## config.mk

```make
export PLATFORM = sky130hd
export DESIGN_NAME = smoothed_split_point_finder
export DESIGN_NICKNAME = d
export VERILOG_FILES = /design/src/sv/sspf_pkg.sv /design/src/sv/sspf_mul.sv /design/src/sv/sspf_shsub.sv /design/src/sv/smoothed_split_point_finder.sv
export VERILOG_INCLUDE_DIRS = /design/src /design/src/sv
export SDC_FILE = /design/constraint.sdc
export NUM_CORES = 2
export LEC_CHECK = 0
export ABC_CLOCK_PERIOD_IN_PS = 26100
export BUFFER_PORTS_ARGS = -buffer_cell sky130_fd_sc_hd__buf_2
export CAP_MARGIN = 20
export CORE_UTILIZATION = 30
export CTS_CLUSTER_SIZE = 24
export DETAILED_ROUTE_END_ITERATION = 6
export HOLD_SLACK_MARGIN = 0.15
export PLACE_DENSITY = 0.52
export SYNTH_ARGS = -nofsm -noshare
export SYNTH_HDL_FRONTEND = slang
export SYNTH_SLANG_ARGS = --single-unit
```

## constraint.sdc

```tcl
create_clock -name aclk -period 26.1 [get_ports aclk]
set_input_delay 5.22 -clock aclk [delete_from_list [all_inputs] [get_ports aclk]]
set_output_delay 5.22 -clock aclk [all_outputs]
set_load 0.05 [all_outputs]
```

## src/sv/assert_macros.svh

```systemverilog
// Assertion macros used by the top level of the split point finder.
`ifndef ASSERT_MACROS_SVH
`define ASSERT_MACROS_SVH

// Same-cycle implication, disabled while reset is held.
`define SSPF_ASSERT_IMP(lbl, clk, rstn, ante, cons) \
    lbl: assert property (@(posedge clk) disable iff (!rstn) (ante) |-> (cons)) \
        else $error("sspf assertion failed");

// Next-cycle implication, disabled while reset is held.
`define SSPF_ASSERT_NXT(lbl, clk, rstn, ante, cons) \
    lbl: assert property (@(posedge clk) disable iff (!rstn) (ante) |=> (cons)) \
        else $error("sspf assertion failed");

`endif

```

## src/sv/sspf_pkg.sv

```systemverilog
// Types, constants and the fractional power table of the split point finder.
package sspf_pkg;

    localparam logic [31:0] ONE_Q16   = 32'h0001_0000;
    localparam logic [47:0] SCORE_MAX = 48'hFFFF_FFFF_FFFF;

    typedef enum logic {
        OP_DIV,
        OP_SQRT
    } sspf_op_t;

    typedef struct packed {
        logic     start;
        sspf_op_t op;
    } sspf_cmd_t;

    typedef struct packed {
        logic busy;
        logic done;
    } sspf_stat_t;

    // floored square root, elaboration use only
    function automatic logic [31:0] isqrt_c(input logic [63:0] v);
        logic [65:0] rem;
        logic [65:0] a;
        logic [65:0] tr;
        logic [31:0] root;
        logic [63:0] x;
        rem  = '0;
        root = '0;
        x    = v;
        for (int i = 0; i < 32; i++) begin
            a  = {rem[63:0], x[63:62]};
            x  = {x[61:0], 2'b00};
            tr = {32'd0, root, 2'b01};
            if (a >= tr) begin
                rem  = a - tr;
                root = {root[30:0], 1'b1};
            end else begin
                rem  = a;
                root = {root[30:0], 1'b0};
            end
        end
        return root;
    endfunction

    // 2^-(2^-(j+1)) in Q0.32, by repeated square roots
    function automatic logic [15:0][31:0] build_k();
        logic [15:0][31:0] t;
        logic [31:0]       k;
        k = isqrt_c(64'h8000_0000_0000_0000);
        for (int j = 0; j < 16; j++) begin
            t[j] = k;
            k    = isqrt_c({k, 32'd0});
        end
        return t;
    endfunction

    localparam logic [15:0][31:0] K_TAB = build_k();

endpackage

```

## src/sv/sspf_mul.sv

```systemverilog
// Shared 32x32 multiplier with a registered product.
module sspf_mul
    import sspf_pkg::*;
(
    input  logic        aclk,
    input  logic [31:0] op_a,
    input  logic [31:0] op_b,
    output logic [63:0] prod
);

    logic [63:0] prod_reg;

    // registered product
    always_ff @(posedge aclk) begin
        prod_reg <= 64'(op_a) * 64'(op_b);
    end

    assign prod = prod_reg;

endmodule

```

## src/sv/sspf_shsub.sv

```systemverilog
// Shift-subtract unit shared by the 64-bit divide and the 64-bit square root.
module sspf_shsub
    import sspf_pkg::*;
(
    input  logic        aclk,
    input  logic        aresetn,
    input  sspf_cmd_t   cmd,
    input  logic [63:0] arg_a,
    input  logic [63:0] arg_b,
    output sspf_stat_t  stat,
    output logic [63:0] result
);

    logic        busy_reg;
    logic        done_reg;
    sspf_op_t    op_reg;
    logic [6:0]  cnt_reg;
    logic [63:0] val_reg;
    logic [63:0] den_reg;
    logic [65:0] rem_reg;
    logic [31:0] root_reg;

    logic [65:0] a_op;
    logic [65:0] b_op;
    logic [66:0] diff;
    logic        ge;
    logic [6:0]  last_cnt;

    // trial subtract: partial remainder against divisor or root trial
    always_comb begin
        if (op_reg == OP_SQRT) begin
            a_op     = {rem_reg[63:0], val_reg[63:62]};
            b_op     = {32'd0, root_reg, 2'b01};
            last_cnt = 7'd31;
        end else begin
            a_op     = {rem_reg[64:0], val_reg[63]};
            b_op     = {2'b00, den_reg};
            last_cnt = 7'd63;
        end
        diff = {1'b0, a_op} - {1'b0, b_op};
        ge   = ~diff[66];
    end

    // one quotient or root bit per cycle
    always_ff @(posedge aclk) begin
        if (!aresetn) begin
            busy_reg <= 1'b0;
            done_reg <= 1'b0;
        end else begin
            done_reg <= 1'b0;
            if (cmd.start) begin
                op_reg   <= cmd.op;
                val_reg  <= arg_a;
                den_reg  <= arg_b;
                rem_reg  <= '0;
                root_reg <= '0;
                cnt_reg  <= '0;
                busy_reg <= 1'b1;
            end else if (busy_reg) begin
                if (op_reg == OP_SQRT) begin
                    val_reg  <= {val_reg[61:0], 2'b00};
                    root_reg <= {root_reg[30:0], ge};
                end else begin
                    val_reg  <= {val_reg[62:0], ge};
                end
                rem_reg <= ge ? diff[65:0] : a_op;
                cnt_reg <= cnt_reg + 7'd1;
                if (cnt_reg == last_cnt) begin
                    busy_reg <= 1'b0;
                    done_reg <= 1'b1;
                end
            end
        end
    end

    assign stat.busy = busy_reg;
    assign stat.done = done_reg;
    assign result    = (op_reg == OP_SQRT) ? {32'd0, root_reg} : val_reg;

endmodule

```

## src/sv/smoothed_split_point_finder.sv

```systemverilog
// Top level of the smoothed split point finder: sequencer and run state.
//
//  channel   dir  handshake            payload
//  s_        in   s_tvalid/s_tready    s_tdata  = relationship, seq_number
//  m_        out  m_tvalid/m_tready    m_tdata  = split_relationship, split_seq_number
//  cfg_      in   cfg_valid/cfg_ready  cfg_data = total_count
//
// An item runs from its accept through the 64-step divide and 32-step root on the
// shift-subtract unit; all but the first item of a run add 16 dependent multiplies
// of the decay on the shared multiplier; a run end adds a step for the output load.
// s_tready is high only while the sequencer is idle; cfg_ready is always high.
// A result waits in the output register; a run end stalls while the previous
// result is still waiting there. Synchronous active-low reset; no clearing pass.
`include "assert_macros.svh"

module smoothed_split_point_finder
    import sspf_pkg::*;
#(
    parameter int COUNT_BITS = 16
) (
    input  logic        aclk,
    input  logic        aresetn,
    input  logic        s_tvalid,
    output logic        s_tready,
    input  logic [47:0] s_tdata,   // [31:0] relationship, [47:32] seq_number
    output logic        m_tvalid,
    input  logic        m_tready,
    output logic [47:0] m_tdata,   // [31:0] split_relationship, [47:32] split_seq_number
    input  logic        cfg_valid,
    output logic        cfg_ready,
    input  logic [15:0] cfg_data   // [15:0] total_count
);

    localparam int CB = COUNT_BITS;
    localparam int PW = 2 * COUNT_BITS;

    typedef enum logic [4:0] {
        S_IDLE, S_P, S_PW, S_NNW, S_DIV, S_SQ0, S_SQRT, S_V0, S_V1, S_V2,
        S_G, S_GW, S_T, S_TW, S_SC0, S_SC1, S_SC2, S_OUT
    } state_t;

    state_t state_reg;

    logic [15:0]   total_count_reg;
    logic [31:0]   prev_value_reg;
    logic [31:0]   prev_smooth_reg;
    logic [CB-1:0] left_count_reg;
    logic [47:0]   best_score_reg;
    logic [31:0]   best_prod_reg;
    logic [31:0]   best_value_reg;
    logic [15:0]   best_seq_reg;

    logic [31:0]   x_reg;
    logic [15:0]   seq_reg;
    logic [CB-1:0] n_reg;
    logic [CB-1:0] left_reg;
    logic [CB-1:0] right_reg;
    logic          first_reg;
    logic          last_reg;
    logic [15:0]   f_reg;
    logic          ip_big_reg;
    logic [5:0]    ip_lo_reg;
    logic [PW-1:0] p_reg;
    logic [63:0]   u_reg;
    logic [31:0]   s_reg;
    logic [63:0]   acc_reg;
    logic [47:0]   v_reg;
    logic [31:0]   g_reg;
    logic [3:0]    gi_reg;
    logic [31:0]   z_reg;

    logic          m_tvalid_reg;
    logic [47:0]   m_tdata_reg;

    // shared units
    logic [31:0] mul_a;
    logic [31:0] mul_b;
    logic [63:0] prod;
    sspf_cmd_t   cmd;
    sspf_stat_t  stat;
    logic [63:0] unit_a;
    logic [63:0] unit_b;
    logic [63:0] unit_res;

    sspf_mul u_mul (
        .aclk (aclk),
        .op_a (mul_a),
        .op_b (mul_b),
        .prod (prod)
    );

    sspf_shsub u_shsub (
        .aclk    (aclk),
        .aresetn (aresetn),
        .cmd     (cmd),
        .arg_a   (unit_a),
        .arg_b   (unit_b),
        .stat    (stat),
        .result  (unit_res)
    );

    // item setup values at accept
    logic [31:0]   tc_ext;
    logic [CB-1:0] n_raw;
    logic [CB-1:0] n_cur;
    logic [CB:0]   k_cur;
    logic          first_cur;
    logic [31:0]   gap;
    logic [34:0]   t_cur;

    always_comb begin
        tc_ext    = 32'(total_count_reg);
        n_raw     = tc_ext[CB-1:0];
        n_cur     = (n_raw == '0) ? CB'(1) : n_raw;
        k_cur     = {1'b0, left_count_reg} + (CB+1)'(1);
        first_cur = (left_count_reg == '0);
        gap       = (s_tdata[31:0] >= prev_value_reg) ? (s_tdata[31:0] - prev_value_reg)
                                                      : 32'd0;
        t_cur     = {3'b000, gap} + {1'b0, gap, 2'b00};
    end

    // decayed term and smoothed score
    logic [5:0]  sh_amt;
    logic [63:0] term;
    logic [32:0] z_sum;
    logic [31:0] z_new;

    always_comb begin
        sh_amt = 6'd31 + ip_lo_reg;
        term   = ip_big_reg ? 64'd0 : (prod >> sh_amt);
        z_sum  = {1'b0, term[31:0]} + {1'b0, ONE_Q16};
        z_new  = z_sum[32] ? 32'hFFFF_FFFF : z_sum[31:0];
    end

    // weighted score and winner test
    logic [79:0] full_prod;
    logic [63:0] sc_wide;
    logic [47:0] sc;
    logic        take;

    always_comb begin
        full_prod = {16'd0, acc_reg} + {prod[47:0], 32'd0};
        sc_wide   = full_prod[79:16];
        sc        = (sc_wide[63:48] != 16'd0) ? SCORE_MAX : sc_wide[47:0];
        take      = first_reg || (sc < best_score_reg) ||
                    ((sc == best_score_reg) && (64'(p_reg) > 64'(best_prod_reg)));
    end

    // multiplier operands and unit commands by step
    always_comb begin
        mul_a  = 32'd0;
        mul_b  = 32'd0;
        cmd    = '{start: 1'b0, op: OP_DIV};
        unit_a = 64'd0;
        unit_b = 64'd0;
        case (state_reg)
            S_P: begin
                mul_a = 32'(left_reg);
                mul_b = 32'(right_reg);
            end
            S_PW: begin
                mul_a = 32'(n_reg);
                mul_b = 32'(n_reg);
            end
            S_NNW: begin
                cmd    = '{start: 1'b1, op: OP_DIV};
                unit_a = {prod[47:0], 16'd0};
                unit_b = 64'(p_reg);
            end
            S_SQ0: begin
                cmd    = '{start: 1'b1, op: OP_SQRT};
                unit_a = {u_reg[47:0], 16'd0};
            end
            S_V0: begin
                mul_a = u_reg[31:0];
                mul_b = s_reg;
            end
            S_V1: begin
                mul_a = u_reg[63:32];
                mul_b = s_reg;
            end
            S_G: begin
                mul_a = g_reg;
                mul_b = K_TAB[gi_reg];
            end
            S_T: begin
                mul_a = prev_smooth_reg;
                mul_b = g_reg;
            end
            S_SC0: begin
                mul_a = v_reg[31:0];
                mul_b = z_reg;
            end
            S_SC1: begin
                mul_a = {16'd0, v_reg[47:32]};
                mul_b = z_reg;
            end
            default: begin
                mul_a = 32'd0;
            end
        endcase
    end

    // sequencer, run state and output register
    always_ff @(posedge aclk) begin
        if (!aresetn) begin
            state_reg       <= S_IDLE;
            total_count_reg <= 16'd1;
            prev_value_reg  <= 32'd0;
            prev_smooth_reg <= ONE_Q16;
            left_count_reg  <= '0;
            best_score_reg  <= 48'd0;
            best_prod_reg   <= 32'd0;
            best_value_reg  <= 32'd0;
            best_seq_reg    <= 16'd0;
            m_tvalid_reg    <= 1'b0;
        end else begin
            if (cfg_valid) begin
                total_count_reg <= cfg_data;
            end
            // output drain; the load step handles its own cycle
            if (m_tvalid_reg && m_tready && (state_reg != S_OUT)) begin
                m_tvalid_reg <= 1'b0;
            end
            case (state_reg)
                S_IDLE: begin
                    if (s_tvalid) begin
                        x_reg          <= s_tdata[31:0];
                        seq_reg        <= s_tdata[47:32];
                        n_reg          <= n_cur;
                        left_reg       <= first_cur ? CB'(1) : left_count_reg;
                        right_reg      <= (k_cur <= {1'b0, n_cur}) ? (n_cur - left_count_reg)
                                                                   : CB'(1);
                        first_reg      <= first_cur;
                        last_reg       <= (k_cur >= {1'b0, n_cur});
                        f_reg          <= t_cur[15:0];
                        ip_big_reg     <= (t_cur[34:16] > 19'd32);
                        ip_lo_reg      <= t_cur[21:16];
                        prev_value_reg <= s_tdata[31:0];
                        left_count_reg <= k_cur[CB-1:0];
                        state_reg      <= S_P;
                    end
                end
                S_P: begin
                    state_reg <= S_PW;
                end
                S_PW: begin
                    p_reg     <= prod[PW-1:0];
                    state_reg <= S_NNW;
                end
                S_NNW: begin
                    state_reg <= S_DIV;
                end
                S_DIV: begin
                    if (stat.done) begin
                        u_reg     <= unit_res;
                        state_reg <= S_SQ0;
                    end
                end
                S_SQ0: begin
                    state_reg <= S_SQRT;
                end
                S_SQRT: begin
                    if (stat.done) begin
                        s_reg     <= unit_res[31:0];
                        state_reg <= S_V0;
                    end
                end
                S_V0: begin
                    state_reg <= S_V1;
                end
                S_V1: begin
                    acc_reg   <= prod;
                    state_reg <= S_V2;
                end
                S_V2: begin
                    v_reg  <= 48'((acc_reg + {prod[31:0], 32'd0}) >> 16);
                    g_reg  <= 32'h8000_0000;
                    gi_reg <= 4'd0;
                    if (first_reg) begin
                        z_reg     <= ONE_Q16;
                        state_reg <= S_SC0;
                    end else begin
                        state_reg <= S_G;
                    end
                end
                S_G: begin
                    state_reg <= S_GW;
                end
                S_GW: begin
                    // bit 15-i of the fraction is the bitwise inverse of i
                    if (f_reg[~gi_reg]) begin
                        g_reg <= prod[63:32];
                    end
                    gi_reg    <= gi_reg + 4'd1;
                    state_reg <= (gi_reg == 4'd15) ? S_T : S_G;
                end
                S_T: begin
                    state_reg <= S_TW;
                end
                S_TW: begin
                    z_reg     <= z_new;
                    state_reg <= S_SC0;
                end
                S_SC0: begin
                    state_reg <= S_SC1;
                end
                S_SC1: begin
                    acc_reg   <= prod;
                    state_reg <= S_SC2;
                end
                S_SC2: begin
                    if (take) begin
                        best_score_reg <= sc;
                        best_prod_reg  <= 32'(p_reg);
                        best_value_reg <= x_reg;
                        best_seq_reg   <= seq_reg;
                    end
                    prev_smooth_reg <= z_reg;
                    state_reg       <= last_reg ? S_OUT : S_IDLE;
                end
                S_OUT: begin
                    if (!m_tvalid_reg || m_tready) begin
                        m_tdata_reg     <= {best_seq_reg, best_value_reg};
                        m_tvalid_reg    <= 1'b1;
                        prev_value_reg  <= 32'd0;
                        prev_smooth_reg <= ONE_Q16;
                        left_count_reg  <= '0;
                        best_score_reg  <= 48'd0;
                        best_prod_reg   <= 32'd0;
                        best_value_reg  <= 32'd0;
                        best_seq_reg    <= 16'd0;
                        state_reg       <= S_IDLE;
                    end
                end
                default: begin
                    state_reg <= S_IDLE;
                end
            endcase
        end
    end

    assign s_tready  = (state_reg == S_IDLE);
    assign m_tvalid  = m_tvalid_reg;
    assign m_tdata   = m_tdata_reg;
    assign cfg_ready = 1'b1;

    // checks on sequencing
    `SSPF_ASSERT_NXT(a_accept_busy, aclk, aresetn, s_tvalid && s_tready, !s_tready)
    `SSPF_ASSERT_IMP(a_start_idle, aclk, aresetn, cmd.start, !stat.busy)
    `SSPF_ASSERT_IMP(a_ready_unit, aclk, aresetn, s_tready, !stat.busy)
    `SSPF_ASSERT_IMP(a_out_src, aclk, aresetn, $rose(m_tvalid), $past(state_reg == S_OUT))

endmodule

```

Word-level counts from Yosys, hierarchy flattened:

Memories as Yosys holds them, arrays and structs flattened. A register that Yosys moved wholly into a read port is not among the register bits.
Cells that the tools add are included.

* register bits after elaboration: 1006
* memory bits (read-only): 512
* bits of input ports: 69
* output and inout bits: 51
* memories: 1

Memory list
* (no name shown): depth 16, bits a word 32, read ports 1, clocked after memory_dff 1, write ports 0, line smoothed_split_point_finder.sv:184 `mul_b = K_TAB[gi_reg];`

* add/subtract/negate cells: 11
* $mul: 1
* $lt $le $gt $ge: 8
* equal/unequal tests: 28
* shift-type cells: 1
* multiplexer cells: 62
* bitwise logic cells: 4
* reduce and logical (&&, ||, !) cells: 38

Operator list (count)
* $mux W32: 14
* $pmux W32 S2: 6
* $mux W64: 4
* $pmux W32 S8: 1
* $pmux W32 S6: 1
* $mux W48: 3
* $mux W65: 2
* $pmux W64 S2: 1
* $pmux W48 S2: 1
* $pmux W5 S18: 1
* $add A64 B80 Y80: 1
* $sub A66 B64 Y67: 1
* $mux W66: 1
* $add A64 B64 Y64: 1
* $mul A32 B32 Y64: 1
* $mux W16: 4
* $pmux W16 S2: 2
* $shr A64 B6 Y32: 1
* $eq A48 B48 Y1: 1
* $lt A48 B48 Y1: 1
* $eq A5 B4 Y1 const B: 8
* $add A32 B34 Y35: 1
* $add A32 B17 Y33 const B: 1
* $ge A32 B32 Y1: 1
* other kinds (43): 94

Logic depth before layout (Yosys ltp):

* word-level depth: 8
* mapped depth: 42
* gate-level depth less buffers: 35

Hierarchy:

Synthesis repeated with hierarchy kept, for this count alone.

* cells, all modules: 9409
* area, all modules: 91134.9 µm²

By module, submodules not included
* smoothed_split_point_finder: instances 1, cells each 4113, area an instance 41229.5 µm², seq. area each 19068.3 µm²
* sspf_mul: instances 1, cells each 3768, area an instance 34610.7 µm², seq. area each 1281.2 µm²
* sspf_shsub: instances 1, cells each 1528, area an instance 15294.7 µm², seq. area each 7036.7 µm²

Least setup slack after synthesis:

Ideal clock, no wire load.

* path kind: input to register
* start point: input aresetn
* end point: register f_reg[0], enable pin
* arrival time: 11003 ps
* setup slack: 14493 ps
* stages on the path: 5
* path buffers: 3
* cell sequence: clkbuf_1 inv_2 clkbuf_1 clkbuf_1 nor2_1

* cells in the longest elaborated chain, start to end: 1

Ends and longest elaborated chain
* start, declared: line smoothed_split_point_finder.sv:22 `input logic aresetn,`
* $reduce_and A3 Y1 (no line)
* end signal, assigned: line smoothed_split_point_finder.sv:236 `f_reg <= t_cur[15:0];`
* end, declared: line smoothed_split_point_finder.sv:60 `logic [15:0] f_reg;`

Every way passes these cells.
A chain may end at the register's enable or synchronous reset.

Worst setup path after layout:

* start point: register state_reg[0]
* end point: register u_mul.prod_reg[56], in the netlist u_mul.prod[56]

* cells in the longest elaborated chain, start to end: 4
* elaborated cells between the ends (all ways): 13
* classes of those cells: 1 x mul; 8 x eq/ne; 2 x mux; 2 x reduce/logical

Ends and longest elaborated chain
* start, declared: line smoothed_split_point_finder.sv:42 `state_t state_reg;`
* start signal, assigned: line smoothed_split_point_finder.sv:296 `state_reg <= (gi_reg == 4'd15) ? S_T : S_G;`
* start signal, assigned: line smoothed_split_point_finder.sv:320 `state_reg <= last_reg ? S_OUT : S_IDLE;`
* $eq A5 B4 Y1 / $eq A5 B3 Y1 (equally long branches): line smoothed_split_point_finder.sv:156 `case (state_reg)`
* $reduce_or A2 Y1 (no line)
* $pmux W32 S6: line smoothed_split_point_finder.sv:156
* $mul A32 B32 Y64 (*): line sspf_mul.sv:15 `prod_reg <= 64'(op_a) * 64'(op_b);`
* end signal, assigned: line sspf_mul.sv:15
* end, declared: line sspf_mul.sv:11 `logic [63:0] prod_reg;`

Every way passes the cells marked *; elsewhere a longest branch is shown, timed or not.

==> summary.txt <==
Global routing
  – GRT overflow: 0
  – First-pass GRT wire length: 492,000 um
  – Largest net degree at the start of global routing: 172
  – Gr usage total: 23.0%
  – Initial antenna violation count: 23
  – Number of global-route vias before repair: 70,100

Placement
  – Dpl cells: 12,800
  – IO buf count: 118
  – Routability Congestion: 0.968
  – HPWL Detailed: 252,000 um

Outcome
  – Status: finished with violations
  – Failing checks: DRC

Worst setup path
  – Crit end category: flip-flop
  – CP required: 26.74 ns
  – Startpoint type of the worst setup path: flip-flop
  – Crit Path Category: flip-flop to flip-flop
  – Slowest-stage cell, CP: dfxtp_1
  – CP top delay family: adder cells
  – CP max stage delay: 0.86 ns
  – Crit path max fanout: 32
  – Bufs and invs on worst path: 7
  – Most common cell on crit path: fa_1
  – Arr. time, crit path: 13.20 ns

Finish
  – Cell Count, Final, Fillers Out: 13,000
  – Fill cells: 29,500
  – Commonest non-fill, non-tap cells in the layout: nand2_1, inv_1, fa_1
  – Share of layout cells above drive strength 1: 8.32%
  – Area added between synthesis and finish: 10.6%
  – Register area: 0.0264 mm2
  – Most common cell after layout, fill and taps aside: nand2_1
  – Max reg flops: 65
  – Final-stage net count: 10,600
  – Area of the multi-input gates: 0.0540 mm2

Clock network
  – CTS Sinks: 989
  – Cts bufs inserted: 107
  – Skew-Pair Late Insertion Delay: 0.80 ns
  – Post CTS Setup Buffer Count: 0
  – Cell at the root of the clock tree: clkbuf_16
  – Clock transition at path regs: 0.06 ns
  – Post-cts resize count: 0
  – Bufs on Longest Clock Path: 3
  – CTS Hold Bufs: 0
  – CTS tree: done
  – CTS H-tree depth: 3

Timing
  – Setup TNS: 0 ns
  – Final Cycle Share: 48.1%
  – Slew Viols, Final: 0
  – Max Freq: 79.6 MHz
  – Final setup fails: 0
  – RSZ-0062 raised after global routing: no
  – Slew @ Worst Pin: 1.28 ns
  – Slew HR: 14.8%
  – Setup Skew: 0.100 ns
  – Min cycle time layout: 12.56 ns
  – Hold Vio Cnt, Final: 0

Worst hold path
  – HP Class: flip-flop to flip-flop

Die
  – Initial Util: 30.3%
  – IO Count: 120
  – Die ar.: 0.291 mm2
  – FP Rows: 196
  – Core Area: 0.286 mm2
  – Die Wd: 539 um
  – Die height: 539 um

Route
  – Post-route ant nets: 0
  – Pre-antenna DRT Iters: 7
  – WL/cell: 26.1 um
  – Vias/cell: 5.40
  – Routed vias: 70,300
  – Residual DRC: 2
  – Detailed Route WL: 339,000 um
  – DR iter-0 viols: 7,121

Synthesis
  – Post-synth EDFFs: 662
  – Seq/Total Area, Yosys: 30.5%
  – Asr flop ratio synth: 0%
  – Post-Syn Area: 0.0866 mm2
  – Distinct cells, synth: 100
  – Mapped Cells: 9,263
  – Mean Syn Cell Area: 9.34 um2
  – Ys flop type: edfxtp_1
  – Synth Net Count: 10,800
  – Synth warnings: 0
  – FF+latch count, synth: 989

Power and ir drop
  – VDD IR-drop max: 0.0676 mV
  – Pwr per Cell Area: 57.7 mW/mm2
  – Leak: 0.0394 uW

Flow run
  – Maxcap violations: 0
-- power breakdown --
part	internal (uW)	switching (uW)
logic	662	1320
clock network	956	722
registers	1780	79.1
-- cells in the mapped netlist (110+ instances only) --
master    number  area share [%]
nand2_1     1266             5.5
inv_1       1177             5.1
fa_1         901              21
nor2_1       839             3.6
edfxtp_1     662              23
a21oi_1      598             3.5
ha_1         517             7.5
clkbuf_1     474             2.1
dfxtp_1      327             7.6
nand3_1      296             1.7
o21ai_0      247             1.4
a21o_1       157             1.4
xnor2_1      141             1.4
and2_1       125            0.90
nor3_1       115            0.66
mux2i_1      110             1.3
-- worst register-to-register path: cells and delay by family, from the launching register on --
kind	cells	cell delay [ns]
adder cells (fa/ha/maj)	9	4.47
AO/OA/AOI/OAI	5	2.05
XOR/XNOR	1	0.16
AND/OR/NAND/NOR	9	3.67
flip-flops	1	0.86
buffers and inverters	7	1.23
-- kinds of logic after synthesis --
family | count (synthesis) | share of synthesized area (%)
XOR/XNOR | 242 | 2.45
other | 1 | 0.00433
multiplexers | 236 | 3.69
flip-flops | 989 | 30.5
AO/OA/AOI/OAI | 1592 | 11.8
buffers and inverters | 1730 | 7.60
AND/OR/NAND/NOR | 3055 | 15.6
adder cells (fa/ha/maj) | 1418 | 28.3
-- metrics by stage --
step	util (%)	power [uW]	area (um2)	setup WS (ns)	hold WS, ns
floorplan	-	3130	86600	14.49	0.406
global placement	32.1	3830	91700	13.79	0.412
detailed placement	32.1	3840	91800	13.72	0.415
CTS	33.4	5530	95600	13.68	0.405
global route	33.5	5780	95700	13.19	0.417
finish	33.5	5520	95700	13.54	0.398
-- cell type report --
cell class                      count  area share, %
Inverter                         1181           4.64
Sequential cell                   989           27.6
Tap cell                         3762           4.92
Antenna cell                       11         0.0288
Clock buffer                      131           3.01
Multi-Input combinational cell   6544           56.4
Clock inverter                     73           1.03
Timing Repair Buffer              328           2.31
-- layer usage --
layer  GRT usage (%)  routed length, um  vias to the layer above
li1                -                  -                    30700
met1            29.6             135000                    35500
met2            36.5             153000                     3340
met3            5.36              33300                      688
met4            10.3              17900                       14
met5               0                 93                        -
-- path summary, 6_finish.rpt --
kind | to | from | depth (start not counted) | slack, ns
min | m_tdata[47] | best_seq_reg[15] | 0 | 0.40
min reg2reg | m_tdata[47] | best_seq_reg[15] | 0 | 0.40
max | u_mul.prod[56] | state_reg[0] | 31 | 13.54
max reg2reg | u_mul.prod[56] | state_reg[0] | 31 | 13.54
No activity file was read; power rests on OpenSTA's default activity.
